## config.mk

```make
export PLATFORM = sky130hd
export DESIGN_NAME = magstripe_track2_decoder_top
export DESIGN_NICKNAME = d
export VERILOG_FILES = /design/src/rtl/msd_pkg.sv /design/src/rtl/msd_cfg.sv /design/src/rtl/msd_core.sv /design/src/rtl/magstripe_track2_decoder_top.sv
export SDC_FILE = /design/constraint.sdc
export NUM_CORES = 1
export LEC_CHECK = 0
export BUFFER_PORTS_ARGS = -buffer_cell sky130_fd_sc_hd__buf_2
export CELL_PAD_IN_SITES_DETAIL_PLACEMENT = 1
export CELL_PAD_IN_SITES_GLOBAL_PLACEMENT = 2
export CORE_AREA = 8 8 121 123
export CTS_BUF_LIST = sky130_fd_sc_hd__clkbuf_16
export CTS_CLUSTER_SIZE = 28
export DETAILED_ROUTE_END_ITERATION = 12
export DIE_AREA = 0 0 129 131
export GPL_TIMING_DRIVEN = 0
export PLACE_DENSITY = 0.86
export SYNTH_ARGS = -nofsm -noshare
export SYNTH_HDL_FRONTEND = slang
export SYNTH_SLANG_ARGS = --single-unit
```

## constraint.sdc

```tcl
create_clock -name clk -period 2.35 [get_ports clk]
set_input_delay 0.235 -clock clk [delete_from_list [all_inputs] [get_ports clk]]
set_output_delay 0.235 -clock clk [all_outputs]
set_load 0.03 [all_outputs]
```

## src/rtl/msd_pkg.sv

```systemverilog
`timescale 1ns / 1ps
// ----------------------------------------------------------------------------
// msd_pkg
// Shared types and constants for the track-2 magnetic-stripe decoder.
// ----------------------------------------------------------------------------
package msd_pkg;

  // Largest number of bits stored for one card before it is rejected
  localparam int MAX_BITS  = 256;
  localparam int BITS_W    = $clog2(MAX_BITS + 1);

  localparam int CHAR_BITS = 5;
  localparam int IDX_W     = $clog2(CHAR_BITS + 1);

  localparam logic [4:0]  END_CODE    = 5'h1F;
  localparam logic [15:0] TIMEOUT_RST = 16'd500;
  localparam logic [4:0]  START_RST   = 5'd11;

  localparam int ADDR_W = 3;
  localparam int DATA_W = 32;

  // Register word index (byte address / 4)
  typedef enum logic [0:0] {
    REG_TIMEOUT = 1'b0,
    REG_START   = 1'b1
  } reg_idx_t;

  typedef enum logic [1:0] {
    ST_IDLE    = 2'd0,
    ST_READING = 2'd1,
    ST_ACCEPT  = 2'd2,
    ST_REJECT  = 2'd3
  } status_t;

  typedef enum logic [1:0] {
    CAUSE_PARITY   = 2'd0,
    CAUSE_LRC      = 2'd1,
    CAUSE_TIMEOUT  = 2'd2,
    CAUSE_OVERFLOW = 2'd3
  } cause_t;

  typedef enum logic {
    PH_IDLE    = 1'b0,
    PH_READING = 1'b1
  } phase_t;

  typedef struct packed {
    logic [15:0] timeout_ticks;
    logic [4:0]  start_code;
  } cfg_t;

  typedef struct packed {
    logic func;
    logic line_bit;
  } in_t;

  typedef struct packed {
    logic [1:0] status;
    logic       char_valid;
    logic [3:0] char_value;
    logic [1:0] reject_cause;
  } out_t;

endpackage

```

## src/rtl/msd_cfg.sv

```systemverilog
`timescale 1ns / 1ps
// ----------------------------------------------------------------------------
// msd_cfg
// APB-style register file: timeout_ticks and start_code.
// ----------------------------------------------------------------------------
module msd_cfg (
  input  logic                        clk,
  input  logic                        rst_n,
  input  logic                        psel,
  input  logic                        penable,
  input  logic                        pwrite,
  input  logic [msd_pkg::ADDR_W-1:0]  paddr,
  input  logic [msd_pkg::DATA_W-1:0]  pwdata,
  output logic [msd_pkg::DATA_W-1:0]  prdata,
  output logic                        pready,
  output msd_pkg::cfg_t               cfg
);

  msd_pkg::cfg_t cfg_r;
  msd_pkg::cfg_t cfg_nxt;
  logic          wr_en;
  logic          idx;

  assign pready = 1'b1;
  assign wr_en  = psel && penable && pwrite && pready;
  assign idx    = paddr[2];

  always_comb begin
    cfg_nxt = cfg_r;
    if (wr_en) begin
      case (idx)
        msd_pkg::REG_TIMEOUT: cfg_nxt.timeout_ticks = pwdata[15:0];
        msd_pkg::REG_START:   cfg_nxt.start_code    = pwdata[4:0];
        default:              cfg_nxt = cfg_r;
      endcase
    end
  end

  always_ff @(posedge clk) begin
    if (!rst_n) begin
      cfg_r.timeout_ticks <= msd_pkg::TIMEOUT_RST;
      cfg_r.start_code    <= msd_pkg::START_RST;
    end else begin
      cfg_r <= cfg_nxt;
    end
  end

  always_comb begin
    case (idx)
      msd_pkg::REG_TIMEOUT: prdata = {{(msd_pkg::DATA_W-16){1'b0}}, cfg_r.timeout_ticks};
      msd_pkg::REG_START:   prdata = {{(msd_pkg::DATA_W-5){1'b0}}, cfg_r.start_code};
      default:              prdata = '0;
    endcase
  end

  assign cfg = cfg_r;

endmodule

```

## src/rtl/msd_core.sv

```systemverilog
`timescale 1ns / 1ps
// ----------------------------------------------------------------------------
// msd_core
// Decoder state and the single-pass update for one transaction.
// ----------------------------------------------------------------------------
module msd_core (
  input  logic          clk,
  input  logic          rst_n,
  input  logic          adv,
  input  msd_pkg::in_t  item,
  input  msd_pkg::cfg_t cfg,
  output msd_pkg::out_t res
);

  msd_pkg::phase_t                 phase_r, phase_nxt;
  logic [4:0]                      window_r, window_nxt;
  logic [msd_pkg::IDX_W-1:0]       index_r, index_nxt;
  logic [3:0]                      lrc_r, lrc_nxt;
  logic [msd_pkg::BITS_W-1:0]      stored_r, stored_nxt;
  logic [15:0]                     countdown_r, countdown_nxt;
  logic                            after_end_r, after_end_nxt;

  logic                            bit_true;
  logic [4:0]                      win_sh;
  logic                            match;
  logic                            ovf;
  logic [msd_pkg::IDX_W-1:0]       index_inc;
  logic                            char_done;
  logic                            par_ok;
  logic                            lrc_ok;
  logic                            is_end;
  logic                            expired;
  logic                            do_idle;

  assign bit_true  = ~item.line_bit;
  assign win_sh    = {bit_true, window_r[4:1]};
  assign match     = !item.func && (win_sh == cfg.start_code);
  assign ovf       = stored_r >= msd_pkg::BITS_W'(msd_pkg::MAX_BITS);
  assign index_inc = index_r + 1'b1;
  assign char_done = index_inc >= msd_pkg::IDX_W'(msd_pkg::CHAR_BITS);
  assign par_ok    = ^win_sh;
  assign lrc_ok    = (lrc_r ^ win_sh[3:0]) == 4'd0;
  assign is_end    = win_sh == msd_pkg::END_CODE;
  assign expired   = countdown_r <= 16'd1;

  // Next state
  always_comb begin
    phase_nxt     = phase_r;
    window_nxt    = window_r;
    index_nxt     = index_r;
    lrc_nxt       = lrc_r;
    stored_nxt    = stored_r;
    countdown_nxt = countdown_r;
    after_end_nxt = after_end_r;
    do_idle       = 1'b0;
    if (adv) begin
      if (phase_r != msd_pkg::PH_READING) begin
        if (!item.func) begin
          window_nxt = win_sh;
          if (match) begin
            phase_nxt     = msd_pkg::PH_READING;
            lrc_nxt       = cfg.start_code[3:0];
            stored_nxt    = msd_pkg::BITS_W'(msd_pkg::CHAR_BITS);
            index_nxt     = '0;
            window_nxt    = '0;
            after_end_nxt = 1'b0;
            countdown_nxt = cfg.timeout_ticks;
          end
        end
      end else if (item.func) begin
        if (expired) begin
          do_idle = 1'b1;
        end else begin
          countdown_nxt = countdown_r - 16'd1;
        end
      end else begin
        countdown_nxt = cfg.timeout_ticks;
        if (ovf) begin
          do_idle = 1'b1;
        end else begin
          stored_nxt = stored_r + 1'b1;
          window_nxt = win_sh;
          index_nxt  = index_inc;
          if (char_done) begin
            window_nxt = '0;
            index_nxt  = '0;
            if (!par_ok || after_end_r) begin
              do_idle = 1'b1;
            end else begin
              lrc_nxt = lrc_r ^ win_sh[3:0];
              if (is_end) begin
                after_end_nxt = 1'b1;
              end
            end
          end
        end
      end
      if (do_idle) begin
        phase_nxt     = msd_pkg::PH_IDLE;
        window_nxt    = '0;
        index_nxt     = '0;
        lrc_nxt       = '0;
        stored_nxt    = '0;
        after_end_nxt = 1'b0;
      end
    end
  end

  // Result of the current transaction
  always_comb begin
    res.status       = msd_pkg::ST_IDLE;
    res.char_valid   = 1'b0;
    res.char_value   = 4'd0;
    res.reject_cause = msd_pkg::CAUSE_PARITY;
    if (phase_r != msd_pkg::PH_READING) begin
      if (match) begin
        res.status = msd_pkg::ST_READING;
      end
    end else if (item.func) begin
      if (expired) begin
        res.status       = msd_pkg::ST_REJECT;
        res.reject_cause = msd_pkg::CAUSE_TIMEOUT;
      end else begin
        res.status = msd_pkg::ST_READING;
      end
    end else if (ovf) begin
      res.status       = msd_pkg::ST_REJECT;
      res.reject_cause = msd_pkg::CAUSE_OVERFLOW;
    end else begin
      res.status = msd_pkg::ST_READING;
      if (char_done) begin
        if (!par_ok) begin
          res.status       = msd_pkg::ST_REJECT;
          res.reject_cause = msd_pkg::CAUSE_PARITY;
        end else if (after_end_r) begin
          if (lrc_ok) begin
            res.status = msd_pkg::ST_ACCEPT;
          end else begin
            res.status       = msd_pkg::ST_REJECT;
            res.reject_cause = msd_pkg::CAUSE_LRC;
          end
        end else if (!is_end) begin
          res.char_valid = 1'b1;
          res.char_value = win_sh[3:0];
        end
      end
    end
  end

  always_ff @(posedge clk) begin
    if (!rst_n) begin
      phase_r     <= msd_pkg::PH_IDLE;
      window_r    <= '0;
      index_r     <= '0;
      lrc_r       <= '0;
      stored_r    <= '0;
      countdown_r <= msd_pkg::TIMEOUT_RST;
      after_end_r <= 1'b0;
    end else begin
      phase_r     <= phase_nxt;
      window_r    <= window_nxt;
      index_r     <= index_nxt;
      lrc_r       <= lrc_nxt;
      stored_r    <= stored_nxt;
      countdown_r <= countdown_nxt;
      after_end_r <= after_end_nxt;
    end
  end

endmodule

```

## src/rtl/magstripe_track2_decoder_top.sv

```systemverilog
`timescale 1ns / 1ps
// ----------------------------------------------------------------------------
// magstripe_track2_decoder_top
// Track-2 magnetic-stripe decoder: start-sentinel search, character framing,
// parity, LRC, timeout and overflow checks; one result per transaction.
// ----------------------------------------------------------------------------
// Pipeline: an accepted input transaction passes from the input register
//   through the single-pass update into the result register.
// Throughput: one transaction per cycle while the result channel is not stalled.
// Reset: rst_n is synchronous, active low; it empties both register stages,
//   returns the decoder to idle and loads timeout_ticks = 500, start_code = 11.
// ----------------------------------------------------------------------------
module magstripe_track2_decoder_top (
  input  logic                        clk,
  input  logic                        rst_n,
  // input channel
  input  logic                        in_valid,
  output logic                        in_stall,
  input  msd_pkg::in_t                in_data,
  // result channel
  output logic                        out_valid,
  input  logic                        out_stall,
  output msd_pkg::out_t               out_data,
  // configuration port
  input  logic                        psel,
  input  logic                        penable,
  input  logic                        pwrite,
  input  logic [msd_pkg::ADDR_W-1:0]  paddr,
  input  logic [msd_pkg::DATA_W-1:0]  pwdata,
  output logic [msd_pkg::DATA_W-1:0]  prdata,
  output logic                        pready
);

  msd_pkg::cfg_t cfg;
  msd_pkg::out_t res;

  logic          in_vld_r, in_vld_nxt;
  msd_pkg::in_t  in_data_r;
  logic          out_vld_r, out_vld_nxt;
  msd_pkg::out_t out_data_r;
  logic          in_acc;
  logic          adv;

  msd_cfg u_cfg (
    .clk     (clk),
    .rst_n   (rst_n),
    .psel    (psel),
    .penable (penable),
    .pwrite  (pwrite),
    .paddr   (paddr),
    .pwdata  (pwdata),
    .prdata  (prdata),
    .pready  (pready),
    .cfg     (cfg)
  );

  // Advance the held transaction whenever the result register is free or
  // being drained this cycle.
  assign adv      = in_vld_r && (!out_vld_r || !out_stall);
  // Hold off the sender only while a transaction sits blocked in the input
  // register; a waiting result alone does not stop intake.
  assign in_stall = in_vld_r && !adv;
  assign in_acc   = in_valid && !in_stall;

  msd_core u_core (
    .clk   (clk),
    .rst_n (rst_n),
    .adv   (adv),
    .item  (in_data_r),
    .cfg   (cfg),
    .res   (res)
  );

  always_comb begin
    in_vld_nxt = in_vld_r;
    if (in_acc) begin
      in_vld_nxt = 1'b1;
    end else if (adv) begin
      in_vld_nxt = 1'b0;
    end
  end

  // Keep the result while stalled, load it on advance, drop it once taken.
  assign out_vld_nxt = adv || (out_vld_r && out_stall);

  always_ff @(posedge clk) begin
    if (!rst_n) begin
      in_vld_r  <= 1'b0;
      out_vld_r <= 1'b0;
    end else begin
      in_vld_r  <= in_vld_nxt;
      out_vld_r <= out_vld_nxt;
    end
  end

  // Payload registers carry no reset.
  always_ff @(posedge clk) begin
    if (in_acc) begin
      in_data_r <= in_data;
    end
    if (adv) begin
      out_data_r <= res;
    end
  end

  assign out_valid = out_vld_r;
  assign out_data  = out_data_r;

  // --------------------------------------------------------------------------
  // Assertions
  // --------------------------------------------------------------------------
  // A transaction that advances shows up as a result on the next cycle.
  a_adv_delivers: assert property (@(posedge clk) disable iff (!rst_n)
    adv |=> out_valid)
    else $error("advanced transaction did not reach the result register");

  // Intake stalls only when a blocked result backs up the pipeline.
  a_stall_cause: assert property (@(posedge clk) disable iff (!rst_n)
    in_stall |-> (out_valid && out_stall))
    else $error("input stalled without a blocked result");

  // Data characters are only reported while reading.
  a_char_reading: assert property (@(posedge clk) disable iff (!rst_n)
    (out_valid && out_data.char_valid) |-> (out_data.status == msd_pkg::ST_READING))
    else $error("character reported outside of reading");

  // Cause is zero unless the card was rejected.
  a_cause_zero: assert property (@(posedge clk) disable iff (!rst_n)
    (out_valid && out_data.status != msd_pkg::ST_REJECT)
      |-> (out_data.reject_cause == msd_pkg::CAUSE_PARITY))
    else $error("reject cause set without a reject");

endmodule
```

==> results_dict.tcl, run 1 <==
set metrics [dict create \
    synth_cells 474 \
    grt_usage_pct 14.8 \
    fin_util_pct 37.7 \
    synth_top_cell_by_area "dfxtp_1" \
    synth_top_area_share_pct 31.4 \
    mappedNetlistArea_sq_mm 0.00388 \
    ir_drop_uv 262 \
    antenna_found_initial 0 \
    ys.flop_type "dfxtp_1" \
    post-synth-top-count-cell "nand2_1" \
    vias 3662 \
    crit_path_max_fanout 7 \
    drt_iter0_drc 136 \
    cts.reportedPaths.clkPinSlew_ps 60 \
    async_reset_ff_share_pct 0 \
    start_kind "register" \
    synth_simple_gate_area_share_pct 26.0 \
    wl_mm 12.0 \
    grt_pass1_vias 3787 \
    cts_root_buffer "clkbuf_16" \
    clkSinkCount 72 \
    p_sw_mw 0.729 \
    die_height_um 131 \
    synthXorXnorAreaFrac_pct 4.22 \
    worstPathArrival_ps 2530 \
    ys_seq_elements 72 \
    switching_share_pct 24.2 \
    numCtsBuffers 9 \
    cap_violations 0 \
    syn2layout_area_growth_pct 25.1 \
    clockPowerShare_pct 48.5 \
    grt_max_degree 13 \
    critical_path_buf_inv_count 0 \
    fillCellCount 1580 \
    synth_top_family_by_area "simple AND/OR/NAND/NOR gates" \
    setup_viol 0 \
    path_delay_family "compound AO/OA/AOI/OAI gates" \
    powerDensity_mw_per_mm2 619 \
    ioPinCount 88 \
    crit_slowest_cell "xor3_2" \
    endpoint_kind "register" \
    required_ps 2610 \
    core_area_sq_mm 0.0129 \
    dp_hpwl_mm 9.11 \
    clock_path_buffers 2 \
    clock_skew_ps 8.27 \
    ys_types 58 \
    htreeDepth 3 \
    max_slew_margin_pct 57.4 \
    tightest_slew_ps 639 \
    drive_gt1_share_pct 23.6 \
    ant_nets 0 \
    io_buffer_count 51 \
    status "finished clean" \
    row_count 42 \
    synth_seq_area_share_pct 39.9 \
    synth_adder_area_share_pct 2.58 \
    placed_cells 716 \
    final_nets 606 \
    cts_hold_buf 0 \
    synth-compound-area-share_pct 17.1 \
    gp_congestion 0.832 \
    yosysWarnings 0 \
    grt_pass1_wl_mm 19.6 \
    fmax_ghz 0.441 \
    fin_crit_ps 2270 \
    hold_viol_final 0 \
    overflow 0 \
    comb_power_share_pct 8.8 \
    max_stage_delay_ps 440 \
    worstSetupPathType "register to register" \
    first_pass_iters 4 \
    vias_per_cell 4.98 \
    start_util_pct 30.2 \
    internal-power_mw 2.28 \
    clk_latency_ps 350 \
    fin_hold_ws_ps 64.3 \
    p_leak_nw 1.86 \
    drc 0 \
    pwr-share-seq_pct 42.7 \
    wl_per_cell_um 16.4 \
    dieArea_sq_mm 0.0169 \
    chipWidth_um 129 \
    slew_viol_final 0 \
    worstPathCellList "ha_1 -> xor3_2 -> nand2b_2 -> a21o_1 -> a211oi_4 -> o21ai_0 -> a31oi_1" \
    finalNonFillerCells 735 \
    synth_mux_area_share_pct 2.74 \
    tritoncts "yes" \
    syn_avg_cell_area_sq_um 8.19 \
    synth_edf_count 11 \
    power.total_mw 3.01 \
    timing.final.crit_share_pct 96.4 \
    rsz0062_at_grt "true" \
    antenna_cells 0 \
    synthTopCellsByArea "dfxtp_1 31%, edfxtp_1 8.5%, nand2_1 7.6%" \
    netlist_top_cells_count "79 x nand2_1, 61 x dfxtp_1, 39 x nor2_1" \
    hp-class "input port to register" \
]
worst register-to-register path, delay by kind of cell (launching register included):
kind                     cells  cell delay (ps)
adder cells (fa/ha/maj)      1              320
AND/OR/NAND/NOR              1              260
flip-flops                   1              370
XOR/XNOR                     1              440
AO/OA/AOI/OAI                4              810
cells by family (layout without fill, tap and decap cells):
group                    after synthesis  in the layout
other                                  2             17
AO/OA/AOI/OAI                        104            104
XOR/XNOR                              17             17
AND/OR/NAND/NOR                      206            206
flip-flops                            72             72
multiplexers                          10             10
buffers and inverters                 55            125
adder cells (fa/ha/maj)                8              8
power by group through the flow:
stage               combinational, mW  sequential (mW)  clock, mW
detailed placement              0.257             1.31          0
global placement                0.254             1.31          0
global route                    0.286             1.29       1.53
finish                          0.265             1.28       1.46
CTS                             0.260             1.29       1.48
floorplan                       0.165             1.32          0
final timing paths:
| check | to | slack [ps] | cells past startpoint | start |
|---|---|---|---|---|
| setup reg to reg | u_core.lrc_r[0]$_SDFFE_PN0P_ | 80 | 7 | u_core.window_r[1]$_SDFFE_PN0P_ |
| hold / removal | in_data_r[0]$_DFFE_PP_ | 60 | 1 | in_data[0] |
| hold reg to reg | u_core.index_r[1]$_SDFFE_PN0P_ | 470 | 2 | u_core.index_r[1]$_SDFFE_PN0P_ |
| setup / recovery | u_core.lrc_r[0]$_SDFFE_PN0P_ | 80 | 7 | u_core.window_r[1]$_SDFFE_PN0P_ |
placed cells by master, fill, tap and decap left out, types with 9 or more instances in the layout:
cell,instances
a21oi_1,30
buf_2,52
buf_4,21
clkbuf_1,18
clkbuf_16,9
conb_1,17
dfxtp_1,59
edfxtp_1,11
inv_1,12
nand2_1,78
nand3_1,22
nor2_1,38
nor2b_1,17
o21ai_0,25
state kept, by name, indices dropped and copies added, names as in the netlist:
register,cells
in_data_r,2
in_vld_r,1
out_data,9
out_valid,1
u_cfg.cfg,21
u_core.after_end_r,1
u_core.countdown_r,16
u_core.index_r,3
u_core.lrc_r,4
u_core.phase_r,1
u_core.stored_r,9
u_core.window_r,4
area by class of cell:
| cell class | instances | area (sq um) | area share (%) |
|---|---|---|---|
| buffer | 41 | 234 | 4.82 |
| clock buffer | 9 | 225 | 4.64 |
| clock inverter | 7 | 86.3 | 1.78 |
| inverter | 13 | 52.6 | 1.08 |
| multi-input combinational | 362 | 2200 | 45.2 |
| sequential | 72 | 1560 | 32.0 |
| tap | 176 | 220 | 4.53 |
| timing repair buffer | 55 | 285 | 5.87 |
through the flow:
step	setup WS, ps	cell area (sq um)	setup TNS, ps
after floorplan	296	3940	0
after global placement	-139	4420	-1790
after detailed placement	-256	4420	-3280
after CTS	9.58	4790	0
after global routing	-2.60	4860	-2.60
final	83.8	4860	0
per-layer routing:
| layer | part of all wire [%] | global-route usage (%) | vias to the layer above |
|---|---|---|---|
| met2 | 51 | 26.0 | 74 |
| met1 | 42 | 16.5 | 1777 |
| met3 | 4.8 | 3.57 | 18 |
| met4 | 2.0 | 7.33 | 0 |
| li1 | - | - | 1793 |
| met5 | 0 | 0 | - |
what timing repair did:
action / CTS / global route
hold endpoints to repair: 0 / 0
gates resized for setup: 12 / 17
pin swaps: 1 / 2
endpoints found under the setup margin: 28 / 37
buffers inserted: 2 / 2
(Power assumes the default switching activity.)
==> inputs of run 2 (changes only) <==
--- a/config.mk
+++ b/config.mk
@@ -14,6 +14,7 @@
 export DETAILED_ROUTE_END_ITERATION = 12
 export DIE_AREA = 0 0 129 131
 export GPL_TIMING_DRIVEN = 0
+export MAX_ROUTING_LAYER = met4
 export PLACE_DENSITY = 0.86
 export SYNTH_ARGS = -nofsm -noshare
 export SYNTH_HDL_FRONTEND = slang
==> constraint.sdc (replaced) <==
create_clock -name clk -period 2.2 [get_ports clk]
set_input_delay 0.22 -clock clk [delete_from_list [all_inputs] [get_ports clk]]
set_output_delay 0.22 -clock clk [all_outputs]
set_load 0.03 [all_outputs]
==> run 2 against run 1 <==
Combinational power grew 8.7%. Sequential power grew 7%. Count of clock-buffer cells in the layout is the same. Global-route usage grew 0.45 points. Final cell count grew 0.82%. Maximum frequency grew 7.8%. Routed wire length grew 1.9%. Clock power grew 8%. Power grew 7.4%. Non-clock buffer count grew 6. Design area grew 2.8%. Setup slack gained 15 ps. Largest cell class unchanged.
==> results_dict.tcl, run 2 (synthesis results as in run 1) <==
set metrics [dict create \
    tritoncts "yes" \
    grt_pass1_wl_mm 19.5 \
    design_area_sq_mm 0.00500 \
    htreeDepth 3 \
    grt_max_degree 13 \
    grt_use_met2_pct 26.3 \
    top_usage_layer "met2" \
    cap_violations 0 \
    clock_skew_ps 9.17 \
    syn2layout_area_growth_pct 28.6 \
    grt_usage_pct 15.3 \
    final_nets 612 \
    io_buffer_count 51 \
    hp-class "input port to register" \
    vias_per_cell 5.01 \
    fin_setup_tns_ps 0 \
    placed_cell_area_sq_mm 0.00442 \
    crit_path_max_fanout 5 \
    ant_nets 0 \
    powerDensity_mw_per_mm2 646 \
    drc 0 \
    crit_start "u_core.countdown_r[1]$_SDFFE_PN0P_" \
    r2r_cells 8 \
    numCtsBuffers 9 \
    setup_viol 0 \
    required_ps 2430 \
    regArea_sq_mm 0.00156 \
    antenna_cells 0 \
    multi_input_area_sq_mm 0.00229 \
    die_height_um 131 \
    start_util_pct 30.2 \
    p_leak_nw 1.95 \
    gp_congestion 0.845 \
    antenna_found_initial 0 \
    clkSinkCount 72 \
    chipWidth_um 129 \
    drive_gt1_share_pct 25.8 \
    cts.reportedPaths.clkPinSlew_ps 60 \
    worstPathArrival_ps 2330 \
    wl_mm 12.3 \
    hold_viol_final 0 \
    fmax_ghz 0.476 \
    overflow 0 \
    status "finished clean" \
    vias 3716 \
    clock_path_buffers 2 \
    finalNonFillerCells 741 \
    r2r-start "u_core.countdown_r[1]$_SDFFE_PN0P_" \
    tightest_slew_ps 676 \
    grt_pass1_vias 3802 \
    fin_crit_ps 2100 \
    start_kind "register" \
    clk_latency_ps 350 \
    dp_hpwl_mm 9.11 \
    rrSetupSlack_ps 100 \
    ir_drop_uv 283 \
    placed_cells 716 \
    endpoint_kind "register" \
    timing.rr.end "u_core.stored_r[6]$_SDFFE_PN0P_" \
    layout_common_cells "78 x nand2_1, 58 x dfxtp_1, 53 x buf_2, 37 x nor2_1, 30 x a21oi_1" \
    gr-usage-met3_pct 3.13 \
    fillCellCount 1574 \
    cts_hold_buf 0 \
    slew_viol_final 0 \
    max_slew_margin_pct 54.9 \
    row_count 42 \
    dieArea_sq_mm 0.0169 \
    cts_root_buffer "clkbuf_16" \
    layout_commonest_cell "nand2_1" \
    ioPinCount 88 \
    wl_per_cell_um 16.6 \
    use_met1_pct 16.5 \
    timing.final.crit_share_pct 95.5 \
    core_area_sq_mm 0.0129 \
    drt_iter0_drc 166 \
    worstSetupPathType "register to register" \
    setup.worst_path.end "u_core.stored_r[6]$_SDFFE_PN0P_" \
    largest_reg_flops 21 \
    first_pass_iters 4 \
]
-- run 2: what timing repair did --
action / 4_1_cts / 5_1_grt
endpoints found under the hold margin: 0 / 0
gates resized for setup: 26 / 23
pin swaps: 3 / 12
buffers inserted: 3 / 7
gates cloned: 0 / 0
endpoints found under the setup margin: 43 / 36
-- run 2: stage by stage --
stage / setup slack, ps / power (mW) / hold slack, ps / util, %
after floorplan: 146 / 1.59 / 319 / -
after global placement: -289 / 1.67 / 398 / 34.3
after detailed placement: -406 / 1.68 / 401 / 34.3
after CTS: -0.526 / 3.24 / 41.1 / 37.6
after global routing: -6.91 / 3.32 / 44.2 / 38.8
final: 98.5 / 3.23 / 45.2 / 38.8
-- run 2: how the worst min path moves through the flow --
stage | start | to | slack (ps) | cells after the start
2_1_floorplan | in_data[0] | in_data_r[0]$_DFFE_PP_ | 320 | 0
3_3_place_gp | in_data[1] | in_data_r[1]$_DFFE_PP_ | 400 | 1
3_5_place_dp | in_data[0] | in_data_r[0]$_DFFE_PP_ | 400 | 1
4_1_cts | in_data[0] | in_data_r[0]$_DFFE_PP_ | 40 | 1
5_1_grt | in_data[0] | in_data_r[0]$_DFFE_PP_ | 40 | 1
6_report | in_data[0] | in_data_r[0]$_DFFE_PP_ | 50 | 1
-- run 2: layout make-up --
class | instances | share of cell area (%)
buffer | 41 | 4.73
multi-input combinational | 362 | 45.8
clock inverter | 7 | 1.73
inverter | 13 | 1.05
timing repair buffer | 61 | 6.61
clock buffer | 9 | 4.51
tap | 176 | 4.41
sequential | 72 | 31.2
-- run 2: routing by layer --
metal / vias to the layer above / routed length, um
li1: 1802 / -
met4: 0 / 278
met1: 1819 / 5300
met5: - / 0
met3: 21 / 426
met2: 74 / 6280
-- run 2: report_power, final --
group	internal (mW)	total [mW]	switching (mW)
combinational	0.0965	0.288	0.192
sequential	1.36	1.37	0.0150
clock	0.983	1.57	0.587
-- run 2: worst max-delay path, cell delays in order, from the launching register on --
cell and delay, ps:
dfxtp_1 360, inv_1 110, ha_2 250, o2111ai_4 160, o31a_1 400, buf_4 180, nor4_4 310, xnor2_1 160
nor2_1 50
